==> config.mk <==
export PLATFORM = sky130hd
export DESIGN_NAME = onewire_bus_master_unit
export DESIGN_NICKNAME = d
export VERILOG_FILES = /design/src/obm_pkg.sv /design/src/obm_cfg_regs.sv /design/src/obm_core.sv /design/src/onewire_bus_master_unit.sv
export SDC_FILE = /design/constraint.sdc
export NUM_CORES = 1
export LEC_CHECK = 0
export ABC_CLOCK_PERIOD_IN_PS = 2800
export BUFFER_PORTS_ARGS = -buffer_cell sky130_fd_sc_hd__clkbuf_2
export CAP_MARGIN = 20
export CORE_ASPECT_RATIO = 0.5
export CORE_MARGIN = 1
export CORE_UTILIZATION = 50
export CTS_CLUSTER_DIAMETER = 100
export DETAILED_ROUTE_END_ITERATION = 8
export HOLD_SLACK_MARGIN = 0.08
export PLACE_DENSITY = 0.74
export SLEW_MARGIN = 20
export SYNTH_ARGS = -nofsm -noshare
export SYNTH_HDL_FRONTEND = slang
export SYNTH_SLANG_ARGS = --single-unit
==> constraint.sdc <==
create_clock -name i_clk -period 2.8 [get_ports i_clk]
set_input_delay 0.14 -clock i_clk [delete_from_list [all_inputs] [get_ports i_clk]]
set_output_delay 0.14 -clock i_clk [all_outputs]
set_load 0.03 [all_outputs]
==> src/obm_pkg.sv <==
// Shared types and constants for the 1-wire bus master.
// No dependencies; imported by every module of the block.
package obm_pkg;

    typedef enum logic [3:0] {
        PH_IDLE     = 4'd0,
        PH_RS_PRE   = 4'd1,
        PH_RS_LOW1  = 4'd2,
        PH_RS_LOW2  = 4'd3,
        PH_RS_REL   = 4'd4,
        PH_RS_PWAIT = 4'd5,
        PH_RS_SHORT = 4'd6,
        PH_RS_LONG  = 4'd7,
        PH_RS_FINAL = 4'd8,
        PH_W_LOW    = 4'd9,
        PH_W_SLOT   = 4'd10,
        PH_R_LOW    = 4'd11,
        PH_R_WAIT   = 4'd12,
        PH_R_REC    = 4'd13,
        PH_GAP      = 4'd14
    } t_phase;

    typedef logic [2:0] t_req;
    localparam t_req REQ_TICK  = 3'd0;
    localparam t_req REQ_RESET = 3'd1;
    localparam t_req REQ_WBYTE = 3'd2;
    localparam t_req REQ_RBYTE = 3'd3;
    localparam t_req REQ_WBIT  = 3'd4;
    localparam t_req REQ_RBIT  = 3'd5;

    typedef logic [3:0] t_status;
    localparam t_status ST_OK        = 4'd0;
    localparam t_status ST_PRESENT   = 4'd1;
    localparam t_status ST_NO_DEV    = 4'd2;
    localparam t_status ST_BUS_LOW   = 4'd3;
    localparam t_status ST_NO_LOW    = 4'd4;
    localparam t_status ST_STUCK     = 4'd5;
    localparam t_status ST_SHORT     = 4'd6;
    localparam t_status ST_LONG      = 4'd7;
    localparam t_status ST_REJECTED  = 4'd8;

    typedef enum logic [2:0] {
        REG_WR1_LOW  = 3'd0,
        REG_WR_SLOT  = 3'd1,
        REG_RD_LOW   = 3'd2,
        REG_RD_SAMP  = 3'd3,
        REG_RD_REC   = 3'd4,
        REG_RST_HALF = 3'd5,
        REG_PR_WAIT  = 3'd6,
        REG_PR_HOLD  = 3'd7
    } t_reg_idx;

    localparam logic [8:0] RELEASE_SETTLE = 9'd5;
    localparam logic [8:0] FIXED_CHECK    = 9'd10;
    localparam logic [2:0] LAST_BIT       = 3'd7;

    typedef struct packed {
        logic [3:0] write_one_low_ticks;
        logic [6:0] write_slot_ticks;
        logic [3:0] read_low_ticks;
        logic [3:0] read_sample_ticks;
        logic [6:0] read_recovery_ticks;
        logic [8:0] reset_half_ticks;
        logic [6:0] presence_wait_ticks;
        logic [8:0] presence_hold_ticks;
    } t_cfg;

    typedef struct packed {
        logic       busy_res;
        logic [7:0] rx_byte;
        t_status    status;
        logic       done_res;
        logic       bus_drive_low;
    } t_result;

endpackage

==> src/obm_cfg_regs.sv <==
// APB-style register file holding the slot timing registers.
// Depends on obm_pkg.
module obm_cfg_regs
    import obm_pkg::*;
(
    input  logic        i_clk,
    input  logic        i_rst_n,
    input  logic        psel,
    input  logic        penable,
    input  logic        pwrite,
    input  logic [4:0]  paddr,
    input  logic [31:0] pwdata,
    output logic [31:0] prdata,
    output logic        pready,
    output t_cfg        o_cfg
);

    t_cfg     r_cfg;
    t_reg_idx w_idx;
    logic     w_wr;

    assign pready = 1'b1;
    assign w_idx  = t_reg_idx'(paddr[4:2]);
    assign w_wr   = psel & penable & pwrite;
    assign o_cfg  = r_cfg;

    always_ff @(posedge i_clk) begin
        if (!i_rst_n) begin
            r_cfg.write_one_low_ticks <= 4'd4;
            r_cfg.write_slot_ticks    <= 7'd54;
            r_cfg.read_low_ticks      <= 4'd1;
            r_cfg.read_sample_ticks   <= 4'd6;
            r_cfg.read_recovery_ticks <= 7'd60;
            r_cfg.reset_half_ticks    <= 9'd250;
            r_cfg.presence_wait_ticks <= 7'd60;
            r_cfg.presence_hold_ticks <= 9'd240;
        end else if (w_wr) begin
            unique case (w_idx)
                REG_WR1_LOW:  r_cfg.write_one_low_ticks <= pwdata[3:0];
                REG_WR_SLOT:  r_cfg.write_slot_ticks    <= pwdata[6:0];
                REG_RD_LOW:   r_cfg.read_low_ticks      <= pwdata[3:0];
                REG_RD_SAMP:  r_cfg.read_sample_ticks   <= pwdata[3:0];
                REG_RD_REC:   r_cfg.read_recovery_ticks <= pwdata[6:0];
                REG_RST_HALF: r_cfg.reset_half_ticks    <= pwdata[8:0];
                REG_PR_WAIT:  r_cfg.presence_wait_ticks <= pwdata[6:0];
                REG_PR_HOLD:  r_cfg.presence_hold_ticks <= pwdata[8:0];
                default: ;
            endcase
        end
    end

    always_comb begin
        unique case (w_idx)
            REG_WR1_LOW:  prdata = 32'(r_cfg.write_one_low_ticks);
            REG_WR_SLOT:  prdata = 32'(r_cfg.write_slot_ticks);
            REG_RD_LOW:   prdata = 32'(r_cfg.read_low_ticks);
            REG_RD_SAMP:  prdata = 32'(r_cfg.read_sample_ticks);
            REG_RD_REC:   prdata = 32'(r_cfg.read_recovery_ticks);
            REG_RST_HALF: prdata = 32'(r_cfg.reset_half_ticks);
            REG_PR_WAIT:  prdata = 32'(r_cfg.presence_wait_ticks);
            REG_PR_HOLD:  prdata = 32'(r_cfg.presence_hold_ticks);
            default:      prdata = 32'd0;
        endcase
    end

endmodule

==> src/obm_core.sv <==
// Slot sequencer: phase/tick state and the per-tick next-state logic.
// Depends on obm_pkg; timing comes from obm_cfg_regs.
module obm_core
    import obm_pkg::*;
(
    input  logic       i_clk,
    input  logic       i_rst_n,
    input  logic       i_step,
    input  t_req       i_req_type,
    input  logic [7:0] i_tx_byte,
    input  logic       i_bus_sense,
    input  t_cfg       i_cfg,
    output t_result    o_result
);

    t_phase     r_phase, n_phase;
    t_req       r_op, n_op;
    logic [8:0] r_tick, n_tick;
    logic [2:0] r_bit, n_bit;
    logic [7:0] r_shift, n_shift;
    logic       r_drive, n_drive;

    logic       w_done;
    t_status    w_status;
    logic [7:0] w_rx;
    logic       w_is_cmd;
    logic       w_cur_wr;
    logic       w_new_wr;
    logic       w_byte_op;

    always_ff @(posedge i_clk) begin
        if (!i_rst_n) begin
            r_phase <= PH_IDLE;
            r_op    <= REQ_TICK;
            r_tick  <= 9'd0;
            r_bit   <= 3'd0;
            r_shift <= 8'd0;
            r_drive <= 1'b0;
        end else if (i_step) begin
            r_phase <= n_phase;
            r_op    <= n_op;
            r_tick  <= n_tick;
            r_bit   <= n_bit;
            r_shift <= n_shift;
            r_drive <= n_drive;
        end
    end

    assign w_is_cmd  = (i_req_type >= REQ_RESET) && (i_req_type <= REQ_RBIT);
    assign w_cur_wr  = (r_op == REQ_WBYTE) || (r_op == REQ_WBIT);
    assign w_new_wr  = (i_req_type == REQ_WBYTE) || (i_req_type == REQ_WBIT);
    assign w_byte_op = (r_op == REQ_WBYTE) || (r_op == REQ_RBYTE);

    always_comb begin
        n_phase  = r_phase;
        n_op     = r_op;
        n_tick   = r_tick;
        n_bit    = r_bit;
        n_shift  = r_shift;
        n_drive  = r_drive;
        w_done   = 1'b0;
        w_status = ST_OK;
        w_rx     = 8'd0;

        if (r_phase == PH_IDLE) begin
            if (w_is_cmd) begin
                n_op  = i_req_type;
                n_bit = 3'd0;
                if (i_req_type == REQ_RESET) begin
                    n_shift = 8'd0;
                    n_drive = 1'b0;
                    n_phase = PH_RS_PRE;
                    n_tick  = RELEASE_SETTLE;
                end else begin
                    n_shift = w_new_wr ? i_tx_byte : 8'd0;
                    n_drive = 1'b1;
                    if (w_new_wr) begin
                        n_phase = PH_W_LOW;
                        n_tick  = 9'(i_cfg.write_one_low_ticks);
                    end else begin
                        n_phase = PH_R_LOW;
                        n_tick  = 9'(i_cfg.read_low_ticks);
                    end
                end
            end
        end else if (r_tick > 9'd1) begin
            n_tick = r_tick - 9'd1;
        end else begin
            unique case (r_phase) inside
                PH_RS_PRE: begin
                    if (!i_bus_sense) begin
                        w_done = 1'b1; w_status = ST_BUS_LOW;
                    end else begin
                        n_drive = 1'b1;
                        n_phase = PH_RS_LOW1;
                        n_tick  = i_cfg.reset_half_ticks;
                    end
                end
                PH_RS_LOW1: begin
                    if (i_bus_sense) begin
                        w_done = 1'b1; w_status = ST_NO_LOW;
                    end else begin
                        n_phase = PH_RS_LOW2;
                        n_tick  = i_cfg.reset_half_ticks;
                    end
                end
                PH_RS_LOW2: begin
                    n_drive = 1'b0;
                    n_phase = PH_RS_REL;
                    n_tick  = FIXED_CHECK;
                end
                PH_RS_REL: begin
                    if (!i_bus_sense) begin
                        w_done = 1'b1; w_status = ST_STUCK;
                    end else begin
                        n_phase = PH_RS_PWAIT;
                        n_tick  = 9'(i_cfg.presence_wait_ticks);
                    end
                end
                PH_RS_PWAIT: begin
                    if (i_bus_sense) begin
                        w_done = 1'b1; w_status = ST_NO_DEV;
                    end else begin
                        n_phase = PH_RS_SHORT;
                        n_tick  = FIXED_CHECK;
                    end
                end
                PH_RS_SHORT: begin
                    if (i_bus_sense) begin
                        w_done = 1'b1; w_status = ST_SHORT;
                    end else begin
                        n_phase = PH_RS_LONG;
                        n_tick  = i_cfg.presence_hold_ticks;
                    end
                end
                PH_RS_LONG: begin
                    if (!i_bus_sense) begin
                        w_done = 1'b1; w_status = ST_LONG;
                    end else begin
                        n_phase = PH_RS_FINAL;
                        n_tick  = i_cfg.presence_hold_ticks;
                    end
                end
                PH_RS_FINAL: begin
                    w_done = 1'b1; w_status = ST_PRESENT;
                end
                PH_W_LOW: begin
                    if (r_shift[0]) begin
                        n_drive = 1'b0;
                    end
                    n_phase = PH_W_SLOT;
                    n_tick  = 9'(i_cfg.write_slot_ticks);
                end
                PH_W_SLOT, PH_R_REC: begin
                    if (r_phase == PH_W_SLOT) begin
                        n_shift = {1'b0, r_shift[7:1]};
                    end
                    n_drive = 1'b0;
                    if (w_byte_op && (r_bit < LAST_BIT)) begin
                        n_bit   = r_bit + 3'd1;
                        n_phase = PH_GAP;
                        n_tick  = 9'd1;
                    end else begin
                        w_done = 1'b1;
                        if (r_op == REQ_RBYTE) begin
                            w_rx = r_shift;
                        end else if (r_op == REQ_RBIT) begin
                            w_rx = {7'd0, r_shift[7]};
                        end
                    end
                end
                PH_R_LOW: begin
                    n_drive = 1'b0;
                    n_phase = PH_R_WAIT;
                    n_tick  = 9'(i_cfg.read_sample_ticks);
                end
                PH_R_WAIT: begin
                    n_shift = {i_bus_sense, r_shift[7:1]};
                    n_phase = PH_R_REC;
                    n_tick  = 9'(i_cfg.read_recovery_ticks);
                end
                PH_GAP: begin
                    n_drive = 1'b1;
                    if (w_cur_wr) begin
                        n_phase = PH_W_LOW;
                        n_tick  = 9'(i_cfg.write_one_low_ticks);
                    end else begin
                        n_phase = PH_R_LOW;
                        n_tick  = 9'(i_cfg.read_low_ticks);
                    end
                end
                default: begin
                    n_drive = 1'b0;
                    n_phase = PH_IDLE;
                    n_tick  = 9'd0;
                end
            endcase
            if (w_done) begin
                n_drive = 1'b0;
                n_phase = PH_IDLE;
                n_tick  = 9'd0;
            end
        end

        if (r_phase != PH_IDLE && !w_done && w_is_cmd) begin
            w_status = ST_REJECTED;
        end

        o_result.bus_drive_low = n_drive;
        o_result.done_res      = w_done;
        o_result.status        = w_status;
        o_result.rx_byte       = w_rx;
        o_result.busy_res      = (n_phase != PH_IDLE);
    end

`ifndef SYNTHESIS
    a_idle_released: assert property (@(posedge i_clk) disable iff (!i_rst_n)
        r_phase == PH_IDLE |-> !r_drive)
        else $error("line driven low while idle");
    a_idle_tick_clear: assert property (@(posedge i_clk) disable iff (!i_rst_n)
        r_phase == PH_IDLE |-> r_tick == 9'd0)
        else $error("tick count left over in idle");
    a_done_to_idle: assert property (@(posedge i_clk) disable iff (!i_rst_n)
        i_step && w_done |=> r_phase == PH_IDLE)
        else $error("command done but sequencer still busy");
    a_reject_only_busy: assert property (@(posedge i_clk) disable iff (!i_rst_n)
        w_status == ST_REJECTED |-> r_phase != PH_IDLE && !w_done)
        else $error("reject flagged while idle");
`endif

endmodule

==> src/onewire_bus_master_unit.sv <==
// 1-wire bus master, one microsecond tick per stream request.
// Channels: s_axis carries each tick (command kind in tuser, byte and
// sampled line level in tdata); m_axis returns one result per tick.
// Configuration: eight slot timing registers on an APB-style port, 4-byte
// stride; the user must write them only while the bus is idle, and the
// block itself does not enforce it. Each tick's result goes out registered.
// Throughput: one tick per cycle while m_axis is not stalled; the sequencer
// state and the output register both advance on each accepted request.
// The output register frees itself when m_axis is taken, so s_axis_tready
// stays high while the result register is empty or being drained. When the
// receiver stalls, the held result waits and s_axis_tready drops; no tick
// is lost and the sequencer does not advance.
// Reset: synchronous, active low; the line is released, the sequencer goes
// idle, the output holds no result and the timing registers take their
// default values.
module onewire_bus_master_unit
    import obm_pkg::*;
(
    input  logic        i_clk,
    input  logic        i_rst_n,
    input  logic        s_axis_tvalid,
    output logic        s_axis_tready,
    input  logic [15:0] s_axis_tdata,  // [7:0] tx_byte, [8] bus_sense, zero pad
    input  logic [2:0]  s_axis_tuser,  // [2:0] req_type
    output logic        m_axis_tvalid,
    input  logic        m_axis_tready,
    output logic [15:0] m_axis_tdata,  // [0] bus_drive_low, [1] done_res,
                                       // [5:2] status, [13:6] rx_byte,
                                       // [14] busy_res, zero pad
    input  logic        psel,
    input  logic        penable,
    input  logic        pwrite,
    input  logic [4:0]  paddr,
    input  logic [31:0] pwdata,
    output logic [31:0] prdata,
    output logic        pready
);

    t_cfg    w_cfg;
    t_result w_result;
    t_result r_result;
    logic    r_valid;
    logic    w_accept;

    assign s_axis_tready = !r_valid || m_axis_tready;
    assign w_accept      = s_axis_tvalid && s_axis_tready;

    obm_cfg_regs u_cfg (
        .i_clk   (i_clk),
        .i_rst_n (i_rst_n),
        .psel    (psel),
        .penable (penable),
        .pwrite  (pwrite),
        .paddr   (paddr),
        .pwdata  (pwdata),
        .prdata  (prdata),
        .pready  (pready),
        .o_cfg   (w_cfg)
    );

    obm_core u_core (
        .i_clk       (i_clk),
        .i_rst_n     (i_rst_n),
        .i_step      (w_accept),
        .i_req_type  (s_axis_tuser),
        .i_tx_byte   (s_axis_tdata[7:0]),
        .i_bus_sense (s_axis_tdata[8]),
        .i_cfg       (w_cfg),
        .o_result    (w_result)
    );

    always_ff @(posedge i_clk) begin
        if (!i_rst_n) begin
            r_valid <= 1'b0;
        end else if (w_accept) begin
            r_valid <= 1'b1;
        end else if (m_axis_tready) begin
            r_valid <= 1'b0;
        end
    end

    always_ff @(posedge i_clk) begin
        if (w_accept) begin
            r_result <= w_result;
        end
    end

    assign m_axis_tvalid = r_valid;
    assign m_axis_tdata  = {1'b0, r_result};

endmodule

==> metrics.txt <==
outcome=finished clean; pwr/cell area=568 nW/um^2; count of nets left with antenna violations after detail routing=0; mean cell area of the mapped netlist=8.29 sq um; global-route total usage across every layer=0.273; number of register bits inferred by synthesis=95; number of diodes added for antenna fixing=0; die area=12100 sq um; post-cts sizing count=0; initial DRC count=758; Floorplan Core Area=11100 sq um; VDD IR-drop max=0.000296 V; detailed-route via count=5640; distinct cell type count of the synthesized netlist=74; maximum number of pins on one net before global-route repair=62; data arrival time of the critical path=2.60 ns; Initial Util=0.522; fraction of final layout cells sized beyond drive strength 1=0.170; max frequency=397 MHz; number of primary I/O pins=114; R2R Path Start=u_core.r_phase[1]; P&R area growth vs syn=12.0%; average wire per standard cell=18.2 um; global routing's busiest layer=met2; CTS root buf=clkbuf_16; standard cell area after detailed placement=6160 sq um; leading post-synthesis cells by instance count=nand2_1 (109), dfxtp_1 (80), nor2_1 (43); buffer and inverter count on the worst path=1; number of post-CTS setup repair buffers=0; wire length of the first global-routing pass=25800 um; Setup crit start=u_core.r_phase[1]; CP Max Fanout=23; buffer levels on the longest clock path=2; Crit Path Category=reg -> reg; crit path launch type=register; count of warnings emitted by yosys=0; leading cell types by total area after synthesis=dfxtp_1 (28%), edfxtp_1 (7.7%), nand2_1 (7.0%); Die Y=78.3 um; Critical Path Sink Type=register; crit-path cells=buf_4 -> nor3b_1 -> o21ai_1 -> a21oi_1 -> a2111oi_1 -> a21boi_0 -> or3b_1; Worst Skew=0.00884 ns; final weighted congestion of routability-driven global placement=0.964; aggregate global routing overflow=0; DR vias/cell=6.25; PortBufs=56; cell taking the most area after synthesis=dfxtp_1; cell with the most instances after synthesis=nand2_1; detailed-router iteration count before antenna repair=6; share of Yosys cell area claimed by the top area cell type=0.275; Hold Slack=0.0907 ns; standard cell with the maximum stage delay on the critical path=dfxtp_1; total count of max-transition violations in the final report=0; CTS tree=built; met1 capacity usage during global routing=0.367; met3 usage in global routing=0.0663; share of async-settable or async-resettable flops after synthesis=0; routing usage on met2=0.433; Post-synth EDFFs=15; latest clock arrival within the worst-skew pair=0.35 ns; Syn Std Cell Area=5820 sq um; leakage component of the power=0.00248 uW; crit-path max cell delay=0.44 ns; final setup violation count=0; via count of the first global-routing pass=5042; final critical path time including I/O delays and setup=2.52 ns; clk slew on worst S/H paths=0.07 ns; RSZ-0062 raised after global routing=false; Max Cap Viol=0; summed negative setup slack over all endpoints=0 ns; placed wire-length estimate after detailed placement=11600 um; Fin. Hold Viols=0; share of the cycle needed by the critical path after routing=0.900; worst min-delay path class=in -> reg; number of nets in the layout=818; worst-case headroom to the max-slew limit=0.494; antenna violations before repair=0; critical path required time=2.88 ns; Die X-Extent=155 um; final routed DRC violation total=0; cell row count=27; Top Family by Delay on Critical Path=compound AO/OA/AOI/OAI gates; share of synthesized area occupied by flip-flops and latches=0.353; total CTS buffers=9; total wire length after detailed routing=16400 um; # hold bufs at CTS=5; top flip-flop cell by instance count after synthesis=dfxtp_1; slew at the pin closest to its max-slew limit=0.756 ns; synthesized instance count=702; final std cell area, no fill=6510 sq um; hold path startpoint=pwdata[5]; clk sinks=95; total number of H-tree levels=3
==> registers in the layout (all words and copies together) (netlist names) <==
| register | count |
|---|---|
| u_cfg.o_cfg | 51 |
| m_axis_tdata | 15 |
| m_axis_tvalid | 1 |
| u_core.r_drive | 1 |
| u_core.r_op | 3 |
| u_core.r_shift | 8 |
| u_core.r_phase | 4 |
| u_core.r_tick | 9 |
| u_core.r_bit | 3 |
==> path summary, 6_finish.rpt <==
kind,slack [ns],cells past startpoint,to
worst max register to register,0.28,7,m_axis_tdata[14]
worst min register to register,0.49,2,u_cfg.o_cfg[2]
worst min-delay path,0.09,3,u_cfg.o_cfg[5]
worst max-delay path,0.28,7,m_axis_tdata[14]
==> worst min-delay path, delay by kind of cell <==
family                 cells  cell delay [ns]
buffers and inverters      1             0.14
and+or+nand+nor            2             0.13
==> cells in the final DEF (no fill, tap or decap), types with 15 or more instances in the layout <==
cell / n
clkbuf_2: 56
nor2b_1: 17
nor2_1: 43
a21oi_1: 37
nand3_1: 34
o21ai_0: 41
nand2_1: 109
a31oi_1: 15
conb_1: 25
nor3_1: 15
dfxtp_1: 80
edfxtp_1: 15
mux2i_1: 38
buf_4: 28
nand2b_1: 15
==> area by class of cell <==
| class | instances | area (sq um) |
|---|---|---|
| Clock buffer | 12 | 268 |
| Timing Repair Buffer | 89 | 541 |
| Sequential cell | 95 | 2050 |
| Tap cell | 145 | 181 |
| Multi-Input combinational cell | 545 | 3390 |
| Fill cell | 995 | 4630 |
| Inverter | 12 | 45.0 |
| Clock inverter | 4 | 36.3 |
==> stage by stage <==
stage | instances | worst slack [ns] | util | power, uW
floorplan | 725 | 0.693 | - | 2250
global placement | 881 | 0.417 | 0.553 | 2440
detailed placement | 881 | 0.364 | 0.553 | 2450
CTS | 902 | 0.368 | 0.584 | 3700
global route | 902 | 0.188 | 0.584 | 3860
finish | 902 | 0.280 | 0.584 | 3700
==> layer usage <==
layer  up-vias  wire (um)
li1       2590          -
met5         -          0
met4         0        292
met2       358       7210
met1      2658       7290
met3        34       1590
==> where the power goes <==
group          internal [uW]  switching [uW]
Clock                    691             558
Sequential              1450            66.8
Combinational            327             606
Total                   2470            1230
==> cells by family (layout without fill, tap and decap cells) <==
family	count (synthesis)	in the layout	share of synthesized area
other	2	25	0.00129
AO/OA/AOI/OAI	173	173	0.195
multiplexers	51	51	0.104
buffers and inverters	85	117	0.0792
AND/OR/NAND/NOR	284	284	0.247
adder cells (fa/ha/maj)	3	3	0.00645
XOR/XNOR	9	9	0.0148
flip-flops	95	95	0.353
No activity file was read; power rests on OpenSTA's default activity.
